<file path="src/hw/rtl/bmrsc_pkg.sv">
`timescale 1ns / 1ps

package bmrsc_pkg;

  localparam int unsigned BitW     = 17;
  localparam int unsigned OpW      = 2;
  localparam int unsigned InTdataW = 40;

  typedef enum logic [OpW-1:0] {
    OP_CLEAR = 2'd0,
    OP_FILL  = 2'd1,
    OP_READ  = 2'd2
  } op_e;

  typedef enum logic [2:0] {
    ST_CLEAR,
    ST_IDLE,
    ST_SPLIT,
    ST_READ,
    ST_WRITE,
    ST_RESP
  } state_e;

  typedef struct packed {
    logic load;
    logic split;
    logic clr_wr;
    logic rd;
    logic wr;
    logic next_word;
    logic cap_word;
    logic resp;
  } cmd_t;

  typedef struct packed {
    logic is_read;
    logic skip;
    logic last_word;
    logic clr_last;
    logic out_free;
  } sts_t;

endpackage

</file>
<file path="src/hw/rtl/bmrsc_ctrl.sv">
`timescale 1ns / 1ps

module bmrsc_ctrl (
  input  logic              clk_i,
  input  logic              rst_ni,
  input  logic              in_valid_i,
  output logic              in_ready_o,
  input  bmrsc_pkg::sts_t   sts_i,
  output bmrsc_pkg::cmd_t   cmd_o
);

  bmrsc_pkg::state_e state_q, state_d;

  always_ff @(posedge clk_i or negedge rst_ni) begin
    if (!rst_ni) begin
      state_q <= bmrsc_pkg::ST_CLEAR;
    end else begin
      state_q <= state_d;
    end
  end

  always_comb begin
    state_d    = state_q;
    cmd_o      = '0;
    in_ready_o = 1'b0;
    unique case (state_q)
      bmrsc_pkg::ST_CLEAR: begin
        cmd_o.clr_wr = 1'b1;
        if (sts_i.clr_last) begin
          state_d = bmrsc_pkg::ST_IDLE;
        end
      end
      bmrsc_pkg::ST_IDLE: begin
        in_ready_o = 1'b1;
        if (in_valid_i) begin
          cmd_o.load = 1'b1;
          state_d    = bmrsc_pkg::ST_SPLIT;
        end
      end
      bmrsc_pkg::ST_SPLIT: begin
        cmd_o.split = 1'b1;
        state_d     = sts_i.skip ? bmrsc_pkg::ST_RESP : bmrsc_pkg::ST_READ;
      end
      bmrsc_pkg::ST_READ: begin
        cmd_o.rd = 1'b1;
        state_d  = bmrsc_pkg::ST_WRITE;
      end
      bmrsc_pkg::ST_WRITE: begin
        if (sts_i.is_read) begin
          cmd_o.cap_word = 1'b1;
          state_d        = bmrsc_pkg::ST_RESP;
        end else begin
          cmd_o.wr = 1'b1;
          if (sts_i.last_word) begin
            state_d = bmrsc_pkg::ST_RESP;
          end else begin
            cmd_o.next_word = 1'b1;
            state_d         = bmrsc_pkg::ST_READ;
          end
        end
      end
      bmrsc_pkg::ST_RESP: begin
        if (sts_i.out_free) begin
          cmd_o.resp = 1'b1;
          state_d    = bmrsc_pkg::ST_IDLE;
        end
      end
      default: begin
        state_d = bmrsc_pkg::ST_CLEAR;
      end
    endcase
  end

endmodule

</file>
<file path="config.mk">
export PLATFORM = sky130hd
export DESIGN_NAME = bmrsc_ctrl
export DESIGN_NICKNAME = d
export VERILOG_FILES = /design/src/hw/rtl/bmrsc_pkg.sv /design/src/hw/rtl/bmrsc_ctrl.sv
export SDC_FILE = /design/constraint.sdc
export NUM_CORES = 1
export LEC_CHECK = 0
export ABC_AREA = 1
export BUFFER_PORTS_ARGS = -buffer_cell sky130_fd_sc_hd__clkbuf_2
export CAP_MARGIN = 10
export CORE_AREA = 2 2 39 41
export CTS_CLUSTER_SIZE = 12
export DETAILED_ROUTE_END_ITERATION = 7
export DIE_AREA = 0 0 41 43
export GPL_TIMING_DRIVEN = 0
export SLEW_MARGIN = 10
export SYNTH_ARGS = -nofsm -noshare
export SYNTH_HDL_FRONTEND = slang
export SYNTH_SLANG_ARGS = --single-unit
</file>
<file path="constraint.sdc">
create_clock -name clk_i -period 2.1 [get_ports clk_i]
set_input_delay 0.21 -clock clk_i [delete_from_list [all_inputs] [get_ports clk_i]]
set_output_delay 0.21 -clock clk_i [all_outputs]
set_load 0.01 [all_outputs]
</file>
==> run_summary.xml <==
<?xml version="1.0" encoding="UTF-8"?>
<metrics>
  <group name="placed_design">
    <metric name="hpwl" unit="um">539</metric>
    <metric name="place_inst" unit="">77</metric>
    <metric name="gp_routability_congestion" unit="">0.823</metric>
    <metric name="detailed_place.area" unit="sq um">395</metric>
    <metric name="port-buffer-count" unit="">16</metric>
  </group>
  <group name="timing">
    <metric name="max_clk_rate" unit="MHz">715</metric>
    <metric name="count_of_pins_over_their_slew_limit" unit="">0</metric>
    <metric name="timing.max_slew.rel_slack" unit="%">81.1</metric>
    <metric name="timing.final.crit_share" unit="%">66.6</metric>
    <metric name="period_needed" unit="ns">1.40</metric>
    <metric name="tightest_slew" unit="ns">0.284</metric>
    <metric name="finalClockSkew" unit="ns">0.00196</metric>
    <metric name="setup_repair_after_global_routing_missed_its_margin" unit="">false</metric>
    <metric name="final_setup_violating_endpoints" unit="">0</metric>
    <metric name="fin_tns_setup" unit="ns">0</metric>
    <metric name="finalHoldViolCount" unit="">0</metric>
  </group>
  <group name="cts">
    <metric name="cts_max_path_buffers" unit="">2</metric>
    <metric name="clock_tree.htree_level_count" unit="">1</metric>
    <metric name="cts_sinks" unit="">3</metric>
    <metric name="post_cts_repair_setup_buffers" unit="">0</metric>
    <metric name="worstSkewPairLatency" unit="ns">0.24</metric>
    <metric name="cts_tree" unit="">yes</metric>
    <metric name="path_clk_slew" unit="ns">0.04</metric>
    <metric name="cts_root_buffer" unit="">sky130_fd_sc_hd__clkbuf_4</metric>
    <metric name="numCtsBuffers" unit="">3</metric>
  </group>
  <group name="synthesis">
    <metric name="postSynth.topFlopCell" unit="">sky130_fd_sc_hd__dfrtp_1</metric>
    <metric name="synth_top_cell_by_area" unit="">sky130_fd_sc_hd__dfrtp_1</metric>
    <metric name="synthArstFlopShare" unit="%">100</metric>
    <metric name="synth_area" unit="sq um">295</metric>
    <metric name="synth_edf_count" unit="">0</metric>
    <metric name="postSynthAreaPerCell" unit="sq um">6.56</metric>
    <metric name="synthTopCellsByArea" unit="">sky130_fd_sc_hd__dfrtp_1 (25%), sky130_fd_sc_hd__nor2_1 (17%), sky130_fd_sc_hd__nand3_1 (8.5%)</metric>
    <metric name="cell_with_the_most_instances_after_synthesis" unit="">sky130_fd_sc_hd__nor2_1</metric>
    <metric name="synth.yosys.seq_area_share" unit="%">25.4</metric>
    <metric name="synthCells" unit="">45</metric>
    <metric name="ys_ff_latch" unit="">3</metric>
    <metric name="synthDominantCellAreaShare" unit="%">25.4</metric>
    <metric name="yosys_warnings" unit="">0</metric>
    <metric name="ys_top_cells_by_count" unit="">sky130_fd_sc_hd__nor2_1 (13), sky130_fd_sc_hd__inv_1 (6), sky130_fd_sc_hd__nand3_1 (5), sky130_fd_sc_hd__dfrtp_1 (3), sky130_fd_sc_hd__nand2_1 (3)</metric>
    <metric name="syn-num-nets" unit="">53</metric>
    <metric name="synth.lib_cells_used.distinct" unit="">18</metric>
  </group>
  <group name="drt">
    <metric name="vias" unit="">342</metric>
    <metric name="drc" unit="">0</metric>
    <metric name="drtAntennaViolNets" unit="">0</metric>
    <metric name="routed_wire_length_per_instance" unit="um">8.06</metric>
    <metric name="drt-pass1-iter-count" unit="">2</metric>
    <metric name="drt_iter0_markers" unit="">6</metric>
    <metric name="routed_wirelength" unit="um">661</metric>
    <metric name="detail_route.vias_per_cell" unit="">4.17</metric>
  </group>
  <group name="worst_setup_path">
    <metric name="reg2reg_depth" unit="">6</metric>
    <metric name="critPathArrivalTime" unit="ns">1.19</metric>
    <metric name="critical_path_s_slowest_cell" unit="">sky130_fd_sc_hd__dfrtp_1</metric>
    <metric name="cp_slowest_stage_delay" unit="ns">0.46</metric>
    <metric name="endpoint_kind" unit="">output pin</metric>
    <metric name="worstPathRequired" unit="ns">1.89</metric>
    <metric name="critical_path.startpoint_type" unit="">register</metric>
    <metric name="criticalPathCategory" unit="">reg -&gt; out</metric>
    <metric name="worst_path_dominant_cell_family" unit="">flip-flops</metric>
    <metric name="setup.reg_to_reg.worst_slack" unit="ns">1.06</metric>
    <metric name="worstPathMaxFanout" unit="">6</metric>
    <metric name="crit-reg2reg-capture" unit="">state_q[1]</metric>
    <metric name="critical_path.reg2reg.startpoint" unit="">state_q[2]</metric>
    <metric name="cp.buffers_inverters" unit="">2</metric>
    <metric name="critical_path.cell_chain" unit="">inv_2 &gt; nand3_2 &gt; nor2_1 &gt; clkbuf_2</metric>
  </group>
  <group name="cells_and_area">
    <metric name="finish.net_count" unit="">75</metric>
    <metric name="regMostFlops" unit="">state_q</metric>
    <metric name="largest_register_ff_count" unit="">3</metric>
    <metric name="n_fill_cell" unit="">154</metric>
    <metric name="storage_cell_area" unit="sq um">75.1</metric>
    <metric name="post_route_cells_drive_above_1_share" unit="%">42.4</metric>
    <metric name="registers_with_the_highest_flip_flop_counts" unit="">state_q (3)</metric>
    <metric name="multi_input_comb_area" unit="sq um">179</metric>
    <metric name="layout.cells.non_filler" unit="">82</metric>
    <metric name="fin_area" unit="sq um">432</metric>
    <metric name="areaGrowthSynthToFinish" unit="%">46.2</metric>
    <metric name="antenna-diode-count" unit="">0</metric>
  </group>
  <group name="power">
    <metric name="p_leak" unit="nW">0.248</metric>
    <metric name="power.density_cell_area" unit="nW/um^2">1320</metric>
    <metric name="vdd_ir_drop_max" unit="mV">0.464</metric>
  </group>
  <group name="status">
    <metric name="outcome" unit="">finished clean</metric>
  </group>
  <group name="floorplan">
    <metric name="die_w" unit="um">41</metric>
    <metric name="floorplan.initialDensity" unit="%">21.3</metric>
    <metric name="fp.coreArea" unit="sq um">1380</metric>
    <metric name="floorplan.die.height" unit="um">43</metric>
    <metric name="design.portCount" unit="">17</metric>
    <metric name="die_outline_area" unit="sq um">1760</metric>
    <metric name="num_rows" unit="">14</metric>
  </group>
  <group name="job">
    <metric name="maxCapViolations" unit="">0</metric>
  </group>
  <group name="global_route">
    <metric name="grt_pass1_wl" unit="um">1100</metric>
    <metric name="grt_pass1_vias" unit="">282</metric>
    <metric name="grt.overflow.total" unit="">0</metric>
    <metric name="grt_use_total" unit="%">9.55</metric>
    <metric name="grt_start_max_net_pins" unit="">9</metric>
    <metric name="antenna_found_initial" unit="">0</metric>
  </group>
  <group name="min_path">
    <metric name="min_from" unit="">sts_i[3]</metric>
    <metric name="worstHoldPathType" unit="">in -&gt; reg</metric>
    <metric name="hold-path-cell-count" unit="">3</metric>
    <metric name="hold_end" unit="">state_q[2]</metric>
  </group>
</metrics>
## cell type report
| cell class | instances | area share, % |
|---|---|---|
| sequential | 3 | 17.4 |
| timing repair buffer | 17 | 20.9 |
| inverter | 8 | 6.96 |
| multi-input combinational | 33 | 41.4 |
| clock buffer | 4 | 6.09 |
| buffer | 1 | 2.61 |
| tap | 16 | 4.64 |
## layer usage
layer  GRT usage [%]  part of all wire [%]
met1            11.3                    44
met2            13.1                    46
met3            3.14                   7.3
met4            8.00                   2.9
met5               0                     0
## cells by family (layout without fill, tap and decap cells)
logic type | Yosys count | in the layout | share of synthesized area (%)
DFF | 3 | 3 | 25.4
buffers and inverters | 9 | 30 | 14.0
and+or+nand+nor | 30 | 30 | 54.7
AOI/OAI and AO/OA | 3 | 3 | 5.93
## per-stage QoR
step	power [mW]	utilization, %	hold slack [ns]	setup WS, ns
global route	0.638	31.2	0.259	0.577
detailed placement	0.469	28.6	0.00711	0.945
floorplan	0.376	-	-0.0856	1.03
finish	0.569	31.2	0.236	0.701
CTS	0.581	31.2	0.234	0.681
global placement	0.469	28.6	0.00712	0.948
## report_power, final
part / leakage [nW] / switching, mW / internal, mW / total, mW
Combinational: 0.196 / 0.203 / 0.141 / 0.344
Sequential: 0.0370 / 0.0368 / 0.0843 / 0.121
Clock: 0.0150 / 0.0325 / 0.0714 / 0.104
## worst register-to-register path, cell delays in order (launching register included)
cell	delay, ns
sky130_fd_sc_hd__dfrtp_1	0.44
sky130_fd_sc_hd__inv_2	0.15
sky130_fd_sc_hd__nand2_4	0.06
sky130_fd_sc_hd__nor2_2	0.09
sky130_fd_sc_hd__nand2_1	0.07
sky130_fd_sc_hd__nand3_1	0.07
sky130_fd_sc_hd__nor2_1	0.04
## repair_timing
action                    CTS  global route
hold buffers                1             0
resized for setup           0             0
hold endpoints to repair    3             0
## how the worst max path moves through the flow
stage                    start        to  slack (ns)  depth (start not counted)
global route        state_q[1]  cmd_o[0]        0.58                          4
detailed placement  state_q[1]  cmd_o[7]        0.95                          4
finish              state_q[1]  cmd_o[7]        0.70                          4
global placement    state_q[0]  cmd_o[3]        0.95                          5
floorplan           state_q[0]  cmd_o[1]        1.03                          4
CTS                 state_q[1]  cmd_o[7]        0.68                          4
## placed cells by master, fill, tap and decap left out, drive strengths merged
| master | count |
|---|---|
| nor2 | 16 |
| o211ai | 1 |
| dlygate4sd3 | 1 |
| or2 | 1 |
| dfrtp | 3 |
| nand3b | 1 |
| o21ai | 2 |
| nand3 | 6 |
| nand2 | 5 |
| nand4 | 1 |
| clkbuf | 20 |
| inv | 8 |
| buf | 1 |
Power figures use the tool's default switching activity.
