### src/hw/rtl/bmrsc_pkg.sv
`timescale 1ns / 1ps

package bmrsc_pkg;

  localparam int unsigned BitW     = 17;
  localparam int unsigned OpW      = 2;
  localparam int unsigned InTdataW = 40;

  typedef enum logic [OpW-1:0] {
    OP_CLEAR = 2'd0,
    OP_FILL  = 2'd1,
    OP_READ  = 2'd2
  } op_e;

  typedef enum logic [2:0] {
    ST_CLEAR,
    ST_IDLE,
    ST_SPLIT,
    ST_READ,
    ST_WRITE,
    ST_RESP
  } state_e;

  typedef struct packed {
    logic load;
    logic split;
    logic clr_wr;
    logic rd;
    logic wr;
    logic next_word;
    logic cap_word;
    logic resp;
  } cmd_t;

  typedef struct packed {
    logic is_read;
    logic skip;
    logic last_word;
    logic clr_last;
    logic out_free;
  } sts_t;

endpackage

### src/hw/rtl/bmrsc_dpath.sv
`timescale 1ns / 1ps

module bmrsc_dpath #(
  parameter int unsigned WORD_BITS = 64,
  parameter int unsigned WORDS     = 1024,
  parameter int unsigned AW        = (WORDS > 1) ? $clog2(WORDS) : 1
) (
  input  logic                           clk_i,
  input  logic                           rst_ni,
  input  bmrsc_pkg::cmd_t                cmd_i,
  output bmrsc_pkg::sts_t                sts_o,
  input  logic [bmrsc_pkg::OpW-1:0]      op_i,
  input  logic [bmrsc_pkg::BitW-1:0]     start_i,
  input  logic [bmrsc_pkg::BitW-1:0]     end_i,
  input  logic                           out_ready_i,
  output logic                           out_valid_o,
  output logic [WORD_BITS-1:0]           out_word_o,
  output logic                           out_err_o,
  output logic                           ram_we_o,
  output logic                           ram_re_o,
  output logic [AW-1:0]                  ram_addr_o,
  output logic [WORD_BITS-1:0]           ram_wdata_o,
  input  logic [WORD_BITS-1:0]           ram_rdata_i
);

  localparam int unsigned BW       = bmrsc_pkg::BitW;
  localparam int unsigned OW       = $clog2(WORD_BITS + 1);
  localparam int unsigned DivShift = 24;
  localparam int unsigned RecipW   = DivShift - 2;
  localparam int unsigned ProdW    = BW + RecipW;
  localparam int unsigned QW       = ProdW - DivShift;
  localparam logic [RecipW-1:0] Recip =
    RecipW'(((1 << DivShift) + WORD_BITS - 1) / WORD_BITS);
  localparam logic [31:0] BitmapSize = 32'(WORDS * WORD_BITS);

  function automatic logic [WORD_BITS-1:0] low_ones(input logic [OW-1:0] n);
    logic [WORD_BITS-1:0] m;
    m = '0;
    for (int i = 0; i < WORD_BITS; i++) begin
      m[i] = (OW'(i) < n);
    end
    return m;
  endfunction

  logic [BW-1:0]        start_q;
  logic [BW-1:0]        end_m1_q;
  logic                 fill_q;
  logic                 read_q;
  logic                 skip_q;
  logic                 err_q;
  logic [ProdW-1:0]     prod_s_q;
  logic [ProdW-1:0]     prod_e_q;
  logic [AW-1:0]        w_q;
  logic [AW-1:0]        first_q;
  logic [AW-1:0]        last_q;
  logic [OW-1:0]        lo_q;
  logic [OW-1:0]        hi_q;
  logic [WORD_BITS-1:0] word_q;
  logic                 out_valid_q;
  logic [WORD_BITS-1:0] out_word_q;
  logic                 out_err_q;

  logic                 is_range;
  logic                 is_read;
  logic                 rng_err;
  logic                 rd_err;
  logic [BW-1:0]        end_m1;
  logic [QW-1:0]        q_s;
  logic [QW-1:0]        q_e;
  logic [BW-1:0]        rem_s;
  logic [OW-1:0]        lo_w;
  logic [OW-1:0]        hi_w;
  logic [WORD_BITS-1:0] mask;

  assign is_range = (op_i == bmrsc_pkg::OP_CLEAR) || (op_i == bmrsc_pkg::OP_FILL);
  assign is_read  = (op_i == bmrsc_pkg::OP_READ);
  assign rng_err  = (end_i < start_i) || ({15'd0, end_i} > BitmapSize);
  assign rd_err   = ({15'd0, start_i} >= 32'(WORDS));
  assign end_m1   = end_i - BW'(1);

  assign q_s   = prod_s_q[DivShift +: QW];
  assign q_e   = prod_e_q[DivShift +: QW];
  assign rem_s = start_q - BW'(BW'(q_s) * BW'(WORD_BITS));

  always_ff @(posedge clk_i) begin
    if (cmd_i.load) begin
      start_q  <= start_i;
      end_m1_q <= end_m1;
      fill_q   <= (op_i == bmrsc_pkg::OP_FILL);
      read_q   <= is_read;
      err_q    <= (is_range && rng_err) || (is_read && rd_err);
      skip_q   <= is_range ? (rng_err || (end_i == start_i)) : (!is_read || rd_err);
      prod_s_q <= ProdW'(start_i) * ProdW'(Recip);
      prod_e_q <= ProdW'(end_m1) * ProdW'(Recip);
      word_q   <= '0;
    end
    if (cmd_i.split && !read_q) begin
      first_q <= AW'(q_s);
      last_q  <= AW'(q_e);
      lo_q    <= OW'(rem_s);
      hi_q    <= OW'(end_m1_q - BW'(BW'(q_e) * BW'(WORD_BITS))) + OW'(1);
    end
    if (cmd_i.cap_word) begin
      word_q <= ram_rdata_i;
    end
    if (cmd_i.resp) begin
      out_word_q <= word_q;
      out_err_q  <= err_q;
    end
  end

  always_ff @(posedge clk_i or negedge rst_ni) begin
    if (!rst_ni) begin
      w_q         <= '0;
      out_valid_q <= 1'b0;
    end else begin
      if (cmd_i.clr_wr) begin
        w_q <= (w_q == AW'(WORDS - 1)) ? '0 : w_q + AW'(1);
      end else if (cmd_i.load && is_read) begin
        w_q <= AW'(start_i);
      end else if (cmd_i.split && !read_q) begin
        w_q <= AW'(q_s);
      end else if (cmd_i.next_word) begin
        w_q <= w_q + AW'(1);
      end
      if (cmd_i.resp) begin
        out_valid_q <= 1'b1;
      end else if (out_ready_i) begin
        out_valid_q <= 1'b0;
      end
    end
  end

  assign lo_w = (w_q == first_q) ? lo_q : '0;
  assign hi_w = (w_q == last_q) ? hi_q : OW'(WORD_BITS);
  assign mask = low_ones(OW'(WORD_BITS) - lo_w) & ~low_ones(OW'(WORD_BITS) - hi_w);

  assign ram_addr_o  = w_q;
  assign ram_re_o    = cmd_i.rd;
  assign ram_we_o    = cmd_i.clr_wr || cmd_i.wr;
  assign ram_wdata_o = cmd_i.clr_wr ? '0 :
                       fill_q ? (ram_rdata_i | mask) : (ram_rdata_i & ~mask);

  assign sts_o.is_read   = read_q;
  assign sts_o.skip      = skip_q;
  assign sts_o.last_word = (w_q == last_q);
  assign sts_o.clr_last  = (w_q == AW'(WORDS - 1));
  assign sts_o.out_free  = !out_valid_q || out_ready_i;

  assign out_valid_o = out_valid_q;
  assign out_word_o  = out_word_q;
  assign out_err_o   = out_err_q;

endmodule
### config.mk
export PLATFORM = sky130hd
export DESIGN_NAME = bmrsc_dpath
export DESIGN_NICKNAME = d
export VERILOG_FILES = /design/src/hw/rtl/bmrsc_pkg.sv /design/src/hw/rtl/bmrsc_dpath.sv
export SDC_FILE = /design/constraint.sdc
export NUM_CORES = 1
export LEC_CHECK = 0
export BUFFER_PORTS_ARGS = -buffer_cell sky130_fd_sc_hd__buf_2
export CAP_MARGIN = 30
export CORE_AREA = 3 3 145 147
export CTS_BUF_LIST = sky130_fd_sc_hd__clkbuf_16
export CTS_CLUSTER_DIAMETER = 100
export DETAILED_ROUTE_END_ITERATION = 12
export DIE_AREA = 0 0 148 150
export PLACE_DENSITY = 0.89
export SLEW_MARGIN = 20
export SYNTH_ARGS = -nofsm -noshare
export SYNTH_HDL_FRONTEND = slang
export SYNTH_SLANG_ARGS = --single-unit
### constraint.sdc
create_clock -name clk_i -period 7.9 [get_ports clk_i]
set_input_delay 1.58 -clock clk_i [delete_from_list [all_inputs] [get_ports clk_i]]
set_output_delay 1.58 -clock clk_i [all_outputs]
set_load 0.05 [all_outputs]
==> impl_metrics.csv, run 1 <==
group,metric,value,unit
route,wire_per_inst,21.8,um
timing,finalCriticalPeriod,6.59,ns
global_route,track_usage,0.288,
clock_network,cts_max_path_buffers,3,
die,die_area,22200,um^2
critical_path,worstPathRequired,6.32,ns
logic_synthesis,async_reset_ff_frac,0.0526,
logic_synthesis,yosysTopAreaCellShare,0.512,
timing,skew,0.0154,ns
global_route,grt_pass1_wl,49.8,mm
logic_synthesis,synth_largest_area_cell,"edfxtp_1",
timing,relSlewSlack,0.370,
place,dp_hpwl,24.2,mm
logic_synthesis,synth_nets,1155,
critical_path,critical-path-max-stage-delay,0.74,ns
finish,fillers,1520,
route,dr.first_iter.drc_count,1005,
logic_synthesis,synth_area,11600,um^2
clock_network,cts_resized,0,
critical_path,worst_r2r_path_depth,9,
route,drc,0,
critical_path,cp_cell_sequence,"xor2_1, nor4_4, and3_1, buf_8, nand2_1, ha_1, nor2b_1, a21oi_1, o31ai_2, o221ai_1, nand3b_1, o21ai_0, buf_2",
power,pwr-share-comb,0.234,
clock_network,cts_buffers,21,
run,cap_violations,0,
timing,max_freq,152,MHz
clock_network,cts_sinks,209,
power,power_frac_clock,0.313,
route,first_pass_iters,6,
route,ant_nets,0,
logic_synthesis,yosysUniqueCellTypes,92,
die,die_h,150,um
critical_path,worst_path_max_delay_cell,"o31ai_2",
critical_path,ff2ff_setup_slack,5.53,ns
finish,area_growth_syn_to_layout,17.8,%
place,gp_congestion,1.01,
global_route,grt_pass1_vias,8935,
finish,drive_gt1_frac,0.271,
logic_synthesis,yosys-top-cells-area,"edfxtp_1 51%, and2_1 3.8%, ha_1 3.0%",
critical_path,crit_fanout,20,
power,internal-power,2120,uW
critical_path,worstSetupPathType,"flop to output pin",
clock_network,clkTransAtPathRegs,0.06,ns
power,leakagePower,0.00569,uW
power,switching_share,0.324,
global_route,grt_max_degree,82,
logic_synthesis,syn_avg_cell_area,11.4,um^2
finish,final_common_cell,"buf_2",
outcome,status,"finished, final reports clean",
critical_path,crit_arrival,5.01,ns
die,io_pins,258,
critical_path,critPathCaptureType,"output pin",
timing,finalCritPeriodShare,0.834,
die,initial_utilization,0.580,
route,drt-total-wl,33.3,mm
hold_path,whs_path_depth,0,
timing,tns,0,ns
timing,worst_pin_slew,0.945,ns
logic_synthesis,syn_inst,1016,
timing,hold_viol_final,0,
power,seq_power_share,0.453,
clock_network,cts_setup_buffers,0,
route,vias,9435,
critical_path,critPathLaunchType,"flop",
timing,setup_viol,0,
die,core-area,20000,um^2
clock_network,clk-insertion-delay-late,0.49,ns
global_route,antenna_found_initial,0,
logic_synthesis,synth_warnings,0,
logic_synthesis,ys_seq_area_frac,0.536,
global_route,overflow,0,
logic_synthesis,synth_seq_cells,209,
power,switching_power,1020,uW
finish,nets,1383,
clock_network,cts-root-buf,"clkbuf_16",
power,ir_drop,0.135,mV
route,viasPerCell,6.17,
place,port_buffers,255,
clock_network,htreeDepth,1,
timing,slew_viol_final,0,
finish,fin_util,0.683,
die,num_rows,52,
logic_synthesis,dominantRegCellSynth,"edfxtp_1",
timing,rsz0062_at_grt,"no",
finish,layout_common_cells,"255 x buf_2, 198 x edfxtp_1, 73 x nor2_1, 70 x and2_1, 62 x nand2_1",
die,die_w,148,um
clock_network,cts_tree,"yes",
logic_synthesis,synth-edff-count,198,
clock_network,holdBufCountCts,0,
hold_path,min_path_type,"flop to flop",
power,p_per_area,229,nW/um^2
[synth_stat cells (7+ instances only)]
cell,count
edfxtp_1,198
nor2_1,73
and2_1,70
nand2_1,62
o21ai_0,49
a21oi_1,43
clkbuf_1,40
inv_1,36
mux2i_1,32
nand3b_1,29
ha_1,28
o221ai_1,27
xnor2_1,25
xor2_1,25
nor3_1,23
nand3_1,19
nand2b_1,15
o211ai_1,14
nor2b_1,13
dfrtp_1,11
a21o_1,9
nand4_1,9
o21a_1,9
a211oi_1,8
buf_2,8
o21ai_1,8
and3_1,7
or3_1,7
[power groups by stage]
stage | combinational, uW | sequential, uW | clock (uW)
after floorplan | 399 | 1560 | 0
after global placement | 704 | 1440 | 0
after detailed placement | 725 | 1440 | 0
after CTS | 729 | 1420 | 991
after global routing | 776 | 1430 | 1040
final | 733 | 1420 | 982
[layer usage]
metal / share of wire / global-route usage / vias to the layer above
li1: - / - / 4254
met1: 0.37 / 0.358 / 4471
met2: 0.49 / 0.489 / 598
met3: 0.093 / 0.0551 / 112
met4: 0.049 / 0.133 / 0
met5: 0 / 0 / -
[path summary, 6_finish.rpt]
check	to	startpoint
worst min-delay path	last_q[3]	prod_e_q[27]
min in group asynchronous	ram_addr_o[7]	rst_ni
worst min register to register	last_q[3]	prod_e_q[27]
worst max-delay path	ram_wdata_o[51]	ram_addr_o[5]
worst max register to register	ram_addr_o[5]	ram_addr_o[0]
max in group asynchronous	ram_addr_o[1]	rst_ni
[per-stage QoR]
| step | cell area [um^2] | total power, uW | std cells | hold slack [ns] | setup WS [ns] |
|---|---|---|---|---|---|
| 2_1_floorplan | 11600 | 1960 | 1016 | 0.400 | 1.74 |
| 3_3_place_gp | 13000 | 2140 | 1487 | 0.400 | 1.62 |
| 3_5_place_dp | 13000 | 2170 | 1489 | 0.405 | 1.69 |
| 4_1_cts | 13700 | 3140 | 1525 | 0.415 | 1.08 |
| 5_1_grt | 13700 | 3240 | 1527 | 0.419 | 1.06 |
| 6_report | 13700 | 3140 | 1528 | 0.412 | 1.31 |
[flip-flops by register name (all words and copies together) (netlist names), 6 cells and up]
signal      flops
first_q        10
hi_q            7
last_q         10
lo_q            6
out_word_o     64
prod_e_q       16
prod_s_q       16
ram_addr_o     10
word_q         64
[critical path: cells and delay by family (launching register included)]
family	cells	cell delay [ns]
and+or+nand+nor	5	1.46
AOI/OAI and AO/OA	4	1.45
buffers and inverters	2	0.47
DFF	1	0.45
adders and majority gates	1	0.42
xor gates and xnor gates	1	0.22
[area by class of cell]
type,instances,area [um^2],area share
Sequential cell,209,6220,0.455
Multi-Input combinational cell,708,4940,0.361
Timing Repair Buffer,266,1370,0.100
Clock buffer,21,526,0.0384
Tap cell,270,338,0.0247
Inverter,38,143,0.0104
Clock inverter,15,140,0.0102
Antenna cell,1,2.50,0.000183
[logic make-up (layout without fill, tap and decap cells)]
family / Yosys count / in the layout / share of synthesized area
compound gates: 234 / 234 / 0.148
xor+xnor: 54 / 54 / 0.0433
buf+inv: 99 / 340 / 0.0402
fa+ha+maj: 28 / 28 / 0.0302
simple gates: 359 / 359 / 0.174
flops: 209 / 209 / 0.536
other cells: 0 / 1 / 0
mux: 33 / 33 / 0.0285
Power figures use the tool's default switching activity.
==> run 2, diff against run 1 <==
--- a/config.mk
+++ b/config.mk
@@ -7,12 +7,12 @@
 export LEC_CHECK = 0
 export BUFFER_PORTS_ARGS = -buffer_cell sky130_fd_sc_hd__buf_2
 export CAP_MARGIN = 30
-export CORE_AREA = 3 3 145 147
+export CORE_AREA = 3 3 157 159
 export CTS_BUF_LIST = sky130_fd_sc_hd__clkbuf_16
 export CTS_CLUSTER_DIAMETER = 100
 export DETAILED_ROUTE_END_ITERATION = 12
-export DIE_AREA = 0 0 148 150
-export PLACE_DENSITY = 0.89
+export DIE_AREA = 0 0 160 162
+export PLACE_DENSITY = 0.81
 export SLEW_MARGIN = 20
 export SYNTH_ARGS = -nofsm -noshare
 export SYNTH_HDL_FRONTEND = slang
==> constraint.sdc (replaced) <==
create_clock -name clk_i -period 5.5 [get_ports clk_i]
set_input_delay 1.1 -clock clk_i [delete_from_list [all_inputs] [get_ports clk_i]]
set_output_delay 1.1 -clock clk_i [all_outputs]
set_load 0.05 [all_outputs]
==> run 2 against run 1 <==
Net effect: via count down 0.66%; die area increased by 17%; worst hold slack gained 0.0034 ns; combinational power increased by 50%; non-clock buffer count is 26 higher; clock power up 72%; critical path type unchanged; critical endpoint is now ram_wdata_o[0]; largest power group unchanged.
==> impl_metrics.csv, run 2 (same netlist as run 1, synthesis figures left out) <==
group,metric,value,unit
power,switching_power,1490,uW
place,gp_congestion,1.04,
finish,diodes,0,
timing,relSlewSlack,0.420,
outcome,status,"finished, final reports clean",
run,cap_violations,0,
power,seq_power_share,0.421,
clock_network,cts_max_path_buffers,3,
clock_network,cts_sinks,209,
power,pwr-share-comb,0.229,
power,internal-power,3330,uW
die,die_h,162,um
timing,slew_viol_final,0,
power,leakagePower,0.00591,uW
power,p_per_area,339,nW/um^2
route,first_pass_iters,8,
timing,rsz0062_at_grt,"yes",
global_route,antenna_found_initial,0,
place,pre_cts_slack,0.376,ns
global_route,overflow,0,
place,port_buffers,255,
timing,skew,0.0108,ns
finish,fin_area,14200,um^2
die,initial_utilization,0.496,
finish,nets,1411,
power,power_frac_clock,0.350,
clock_network,cts-root-buf,"clkbuf_16",
finish,area_growth_syn_to_layout,22.4,%
place,dp_hpwl,25.5,mm
timing,finalCritPeriodShare,0.990,
power,ir_drop,0.191,mV
global_route,grt_max_degree,65,
clock_network,cts_buffers,23,
critical_path,critPathCaptureType,"output pin",
global_route,track_usage,0.253,
die,num_rows,56,
critical_path,worstPathRequired,4.40,ns
clock_network,clk-insertion-delay-late,0.51,ns
die,die_area,25900,um^2
global_route,grt_pass1_wl,51.7,mm
clock_network,holdBufCountCts,0,
critical_path,startpoint,"ram_addr_o[2]",
clock_network,clkTransAtPathRegs,0.06,ns
place,placed_area,13200,um^2
die,io_pins,258,
timing,max_freq,184,MHz
route,drc,0,
hold_path,min_from,"word_q[45]",
route,ant_nets,0,
critical_path,ff2ff_setup_slack,3.08,ns
critical_path,crit_fanout,10,
timing,tns,0,ns
clock_network,cts_tree,"yes",
hold_path,min_path_type,"flop to flop",
finish,final_common_cell,"buf_2",
finish,fin_util,0.607,
critical_path,critPathLaunchType,"flop",
route,wire_per_inst,21.4,um
critical_path,timing.rr.start,"ram_addr_o[0]",
clock_network,htreeDepth,1,
timing,worst_pin_slew,0.871,ns
route,dr.first_iter.drc_count,908,
die,core-area,23400,um^2
timing,timing.final.ws_setup,0.0537,ns
route,vias,9373,
timing,hold_viol_final,0,
finish,layout_common_cells,"252 x buf_2, 198 x edfxtp_1, 71 x nor2_1, 70 x and2_1, 61 x nand2_1",
route,drt-total-wl,34.3,mm
critical_path,worstSetupPathType,"flop to output pin",
power,switching_share,0.309,
finish,drive_gt1_frac,0.307,
critical_path,crit_arrival,4.35,ns
timing,setup_viol,0,
global_route,grt_pass1_vias,8992,
route,viasPerCell,5.84,
die,die_w,160,um
timing,finalCriticalPeriod,5.45,ns
==> run 2: area by class of cell <==
class	instances	area (um^2)
Sequential cell	209	6220
Clock inverter	17	254
Fill cell	1977	9190
Clock buffer	23	576
Multi-Input combinational cell	708	5050
Tap cell	319	399
Inverter	38	143
Timing Repair Buffer	292	1560
==> run 2: path summary, 6_finish.rpt <==
kind                                  end  cells past startpoint
hold reg to reg            out_word_o[45]                      0
max in group asynchronous   ram_addr_o[0]                      1
min in group asynchronous     out_valid_o                      1
setup / recovery           ram_wdata_o[0]                     13
setup reg to reg            ram_addr_o[5]                      9
hold / removal             out_word_o[45]                      0
==> run 2: power by group through the flow <==
stage / Sequential [uW] / Combinational [uW] / Clock [uW]
global route: 2050 / 1170 / 1780
finish: 2030 / 1100 / 1690
floorplan: 2240 / 575 / 0
global placement: 2040 / 1060 / 0
detailed placement: 2060 / 1070 / 0
CTS: 2020 / 1080 / 1710
==> run 2: routing by layer <==
| metal | global-route usage | up-vias | wire, um |
|---|---|---|---|
| met5 | 0 | - | 0 |
| met4 | 0.0963 | 0 | 1440 |
| met3 | 0.0485 | 92 | 2910 |
| met2 | 0.437 | 528 | 16600 |
| met1 | 0.318 | 4453 | 13300 |
| li1 | - | 4300 | - |
==> run 2: repair_timing <==
item / 4_1_cts / 5_1_grt
buffers inserted: 1 / 8
resized for setup: 4 / 27
pin swaps: 1 / 6
endpoints found under the setup margin: 19 / 54
endpoints found under the hold margin: 0 / 0
==> run 2: worst max-delay path: stages (launching register included) <==
cell      delay [ns]
dfrtp_1         0.39
buf_4           0.17
xnor2_1         0.17
and4_1          0.32
nand3_4         0.09
inv_2           0.19
nand2_1         0.14
ha_4            0.20
or3_1           0.39
a211o_2         0.47
a211oi_2        0.40
o211ai_1        0.31
o21ai_1         0.28
buf_2           0.31
==> run 2: per-stage QoR <==
| stage | hold slack (ns) | total power, uW | cells |
|---|---|---|---|
| detailed placement | 0.405 | 3130 | 1557 |
| floorplan | 0.400 | 2820 | 1016 |
| global placement | 0.400 | 3100 | 1557 |
| global route | 0.419 | 5000 | 1606 |
| finish | 0.416 | 4820 | 1606 |
| CTS | 0.415 | 4810 | 1598 |
==> run 3, diff against run 2 <==
--- a/config.mk
+++ b/config.mk
@@ -5,14 +5,15 @@
 export SDC_FILE = /design/constraint.sdc
 export NUM_CORES = 1
 export LEC_CHECK = 0
+export ABC_AREA = 1
 export BUFFER_PORTS_ARGS = -buffer_cell sky130_fd_sc_hd__buf_2
 export CAP_MARGIN = 30
-export CORE_AREA = 3 3 157 159
+export CORE_AREA = 3 3 158 160
 export CTS_BUF_LIST = sky130_fd_sc_hd__clkbuf_16
 export CTS_CLUSTER_DIAMETER = 100
 export DETAILED_ROUTE_END_ITERATION = 12
-export DIE_AREA = 0 0 160 162
-export PLACE_DENSITY = 0.81
+export DIE_AREA = 0 0 161 163
+export PLACE_DENSITY = 0.8
 export SLEW_MARGIN = 20
 export SYNTH_ARGS = -nofsm -noshare
 export SYNTH_HDL_FRONTEND = slang
==> run 3 against run 2 <==
Net effect: combinational power up 8%; first-iteration DRC count grew 6.9%; cell count is 21% higher; clock skew fell by 0.0044 ns; count of clock-buffer cells in the layout decreased by 2; non-clock buffer count shrank 17; die area grew 1.2%; critical endpoint is now ram_wdata_o[61]; largest cell class unchanged.
==> impl_metrics.csv, run 3 <==
group,metric,value,unit
outcome,status,"finished, final reports clean",
timing,worst_pin_slew,0.848,ns
route,wire_per_inst,17.9,um
power,internal-power,3050,uW
route,vias,10378,
finish,area_growth_syn_to_layout,19.5,%
clock_network,cts_sinks,209,
logic_synthesis,async_reset_ff_frac,0.0526,
logic_synthesis,syn_inst,1355,
route,drc,0,
critical_path,worst_path_max_delay_cell,"dfrtp_1",
timing,setup_viol,0,
critical_path,critical-path-max-stage-delay,0.48,ns
finish,fin_util,0.597,
place,dp_hpwl,26.4,mm
die,die_area,26200,um^2
logic_synthesis,synth_warnings,0,
timing,slew_viol_final,0,
timing,finalCriticalPeriod,5.26,ns
route,viasPerCell,5.34,
finish,drive_gt1_frac,0.230,
die,io_pins,258,
place,port_buffers,255,
route,drt-total-wl,34.7,mm
power,power,4610,uW
route,first_pass_iters,5,
clock_network,clkTransAtPathRegs,0.06,ns
critical_path,critPathCaptureType,"output pin",
clock_network,clk-insertion-delay-late,0.50,ns
logic_synthesis,yosysTopAreaCellShare,0.506,
die,die_h,163,um
logic_synthesis,yosysUniqueCellTypes,51,
die,initial_utilization,0.499,
critical_path,critPathLaunchType,"flop",
timing,finalCritPeriodShare,0.956,
global_route,grt_max_degree,65,
power,leakagePower,0.00693,uW
global_route,antenna_found_initial,0,
logic_synthesis,synth_nets,1494,
power,ir_drop,0.199,mV
clock_network,cts_buffers,21,
timing,skew,0.00636,ns
logic_synthesis,synthSimpleGateAreaFrac,0.261,
timing,hold_viol_final,0,
logic_synthesis,synth_seq_cells,209,
route,ant_nets,0,
clock_network,cts_tree,"yes",
critical_path,crit_fanout,12,
power,p_per_area,328,nW/um^2
die,num_rows,56,
finish,nets,1751,
timing,relSlewSlack,0.435,
logic_synthesis,synth_xor_area_frac,0.0186,
clock_network,cts-root-buf,"clkbuf_16",
logic_synthesis,synth_largest_area_cell,"edfxtp_1",
power,pwr-share-comb,0.258,
critical_path,cp_cell_sequence,"inv_2, nand2_1, nand2_1, nor2_1, nand3_1, nor2_4, buf_4, nand2_1, ha_1, nand2_1, nand2_4, inv_1, nand3_1, nor2_2, nand3_1, nand4_1, nand2_1, nor2_1, clkbuf_4",
logic_synthesis,synthMuxAreaShare,0,
logic_synthesis,dominantRegCellSynth,"edfxtp_1",
finish,layoutNonFillerInstCount,1943,
place,pre_cts_slack,0.590,ns
run,cap_violations,0,
critical_path,cpMostUsedCell,"nand2_1",
die,die_w,161,um
timing,max_freq,190,MHz
power,switching_share,0.339,
clock_network,cts_max_path_buffers,3,
logic_synthesis,yosys-top-cells-area,"edfxtp_1 51%, nand2_1 10%, nor2_1 5.7%",
logic_synthesis,synth_top_family_by_area,"simple AND/OR/NAND/NOR gates",
finish,final_common_cell,"nand2_1",
power,switching_power,1560,uW
power,power_frac_clock,0.306,
logic_synthesis,synth-edff-count,198,
clock_network,htreeDepth,1,
critical_path,worstSetupPathType,"flop to output pin",
global_route,track_usage,0.256,
route,dr.first_iter.drc_count,971,
place,placed_cells,1897,
logic_synthesis,synthTopCellsByCount,"322 x nand2_1, 198 x edfxtp_1, 177 x nor2_1, 175 x inv_1, 111 x nand3_1",
critical_path,worstPathRequired,4.40,ns
critical_path,crit_arrival,4.16,ns
global_route,overflow,0,
global_route,grt_pass1_vias,9703,
logic_synthesis,ys_seq_area_frac,0.529,
finish,layout_common_cells,"322 x nand2_1, 254 x buf_2, 198 x edfxtp_1, 182 x inv_1, 176 x nor2_1",
logic_synthesis,syn_avg_cell_area,8.68,um^2
logic_synthesis,synth_fa_ha_area_frac,0.0298,
timing,timing.final.ws_setup,0.240,ns
logic_synthesis,yosysMostFrequentCell,"nand2_1",
logic_synthesis,synth_area,11800,um^2
finish,diodes,0,
place,gp_congestion,0.987,
logic_synthesis,synth_compound_area_frac,0.0814,
global_route,grt_pass1_wl,52.9,mm
hold_path,min_path_type,"flop to flop",
timing,tns,0,ns
die,core-area,23500,um^2
power,seq_power_share,0.436,
-- run 3: cell families (layout without fill, tap and decap cells) --
| family | after synthesis | after routing |
|---|---|---|
| AND/OR/NAND/NOR | 698 | 698 |
| buffers and inverters | 232 | 501 |
| flip-flops | 209 | 209 |
| AO/OA/AOI/OAI | 163 | 163 |
| adder cells (fa/ha/maj) | 28 | 28 |
| XOR/XNOR | 25 | 25 |
-- run 3: path summary, 6_finish.rpt --
path	startpoint	cells after the start	to	slack (ns)
min in group asynchronous	rst_ni	1	ram_addr_o[4]	0.47
max in group asynchronous	rst_ni	1	ram_addr_o[3]	4.80
min reg2reg	word_q[7]	0	out_word_o[7]	0.42
max	ram_addr_o[8]	19	ram_wdata_o[61]	0.24
max reg2reg	ram_addr_o[0]	10	ram_addr_o[7]	3.13
min	word_q[7]	0	out_word_o[7]	0.42
-- run 3: repair_timing --
| action | 4_1_cts | 5_1_grt |
|---|---|---|
| gates resized for setup | 0 | 4 |
| hold buffers | 0 | 0 |
| buffers inserted | 0 | 11 |
| endpoints found under the setup margin | 0 | 30 |
-- run 3: layout make-up --
type	instances	area (um^2)
tap	319	399
fill	2059	9500
inverter	191	717
timing repair buffer	275	1430
sequential	209	6220
clock buffer	21	526
clock inverter	14	140
multi-input combinational	914	4620
-- run 3: worst max-delay path: cells and delay by family, from the launching register on --
kind                       cells  cell delay [ns]
adders and majority gates      1             0.31
and+or+nand+nor               14             2.13
DFF                            1             0.48
buffers and inverters          4             0.75
-- run 3: power groups by stage --
stage          registers (uW)  clock network, uW  logic [uW]
2_1_floorplan            2240                  0         631
3_3_place_gp             2030                  0        1160
3_5_place_dp             2040                  0        1180
4_1_cts                  2010               1430        1180
5_1_grt                  2030               1490        1280
6_report                 2010               1410        1190
-- run 3: layer usage --
layer | vias to the layer above | wire length (um) | GRT usage
met5 | - | 0 | 0
met4 | 0 | 1180 | 0.0841
met3 | 81 | 3080 | 0.0412
met2 | 530 | 16300 | 0.429
met1 | 4768 | 14100 | 0.344
li1 | 4999 | - | -
-- run 3: through the flow --
| step | instance area, um^2 | hold WS (ns) |
|---|---|---|
| after floorplan | 11800 | 0.400 |
| after global placement | 13300 | 0.401 |
| after detailed placement | 13300 | 0.405 |
| after CTS | 13900 | 0.418 |
| after global routing | 14000 | 0.423 |
| final | 14000 | 0.417 |
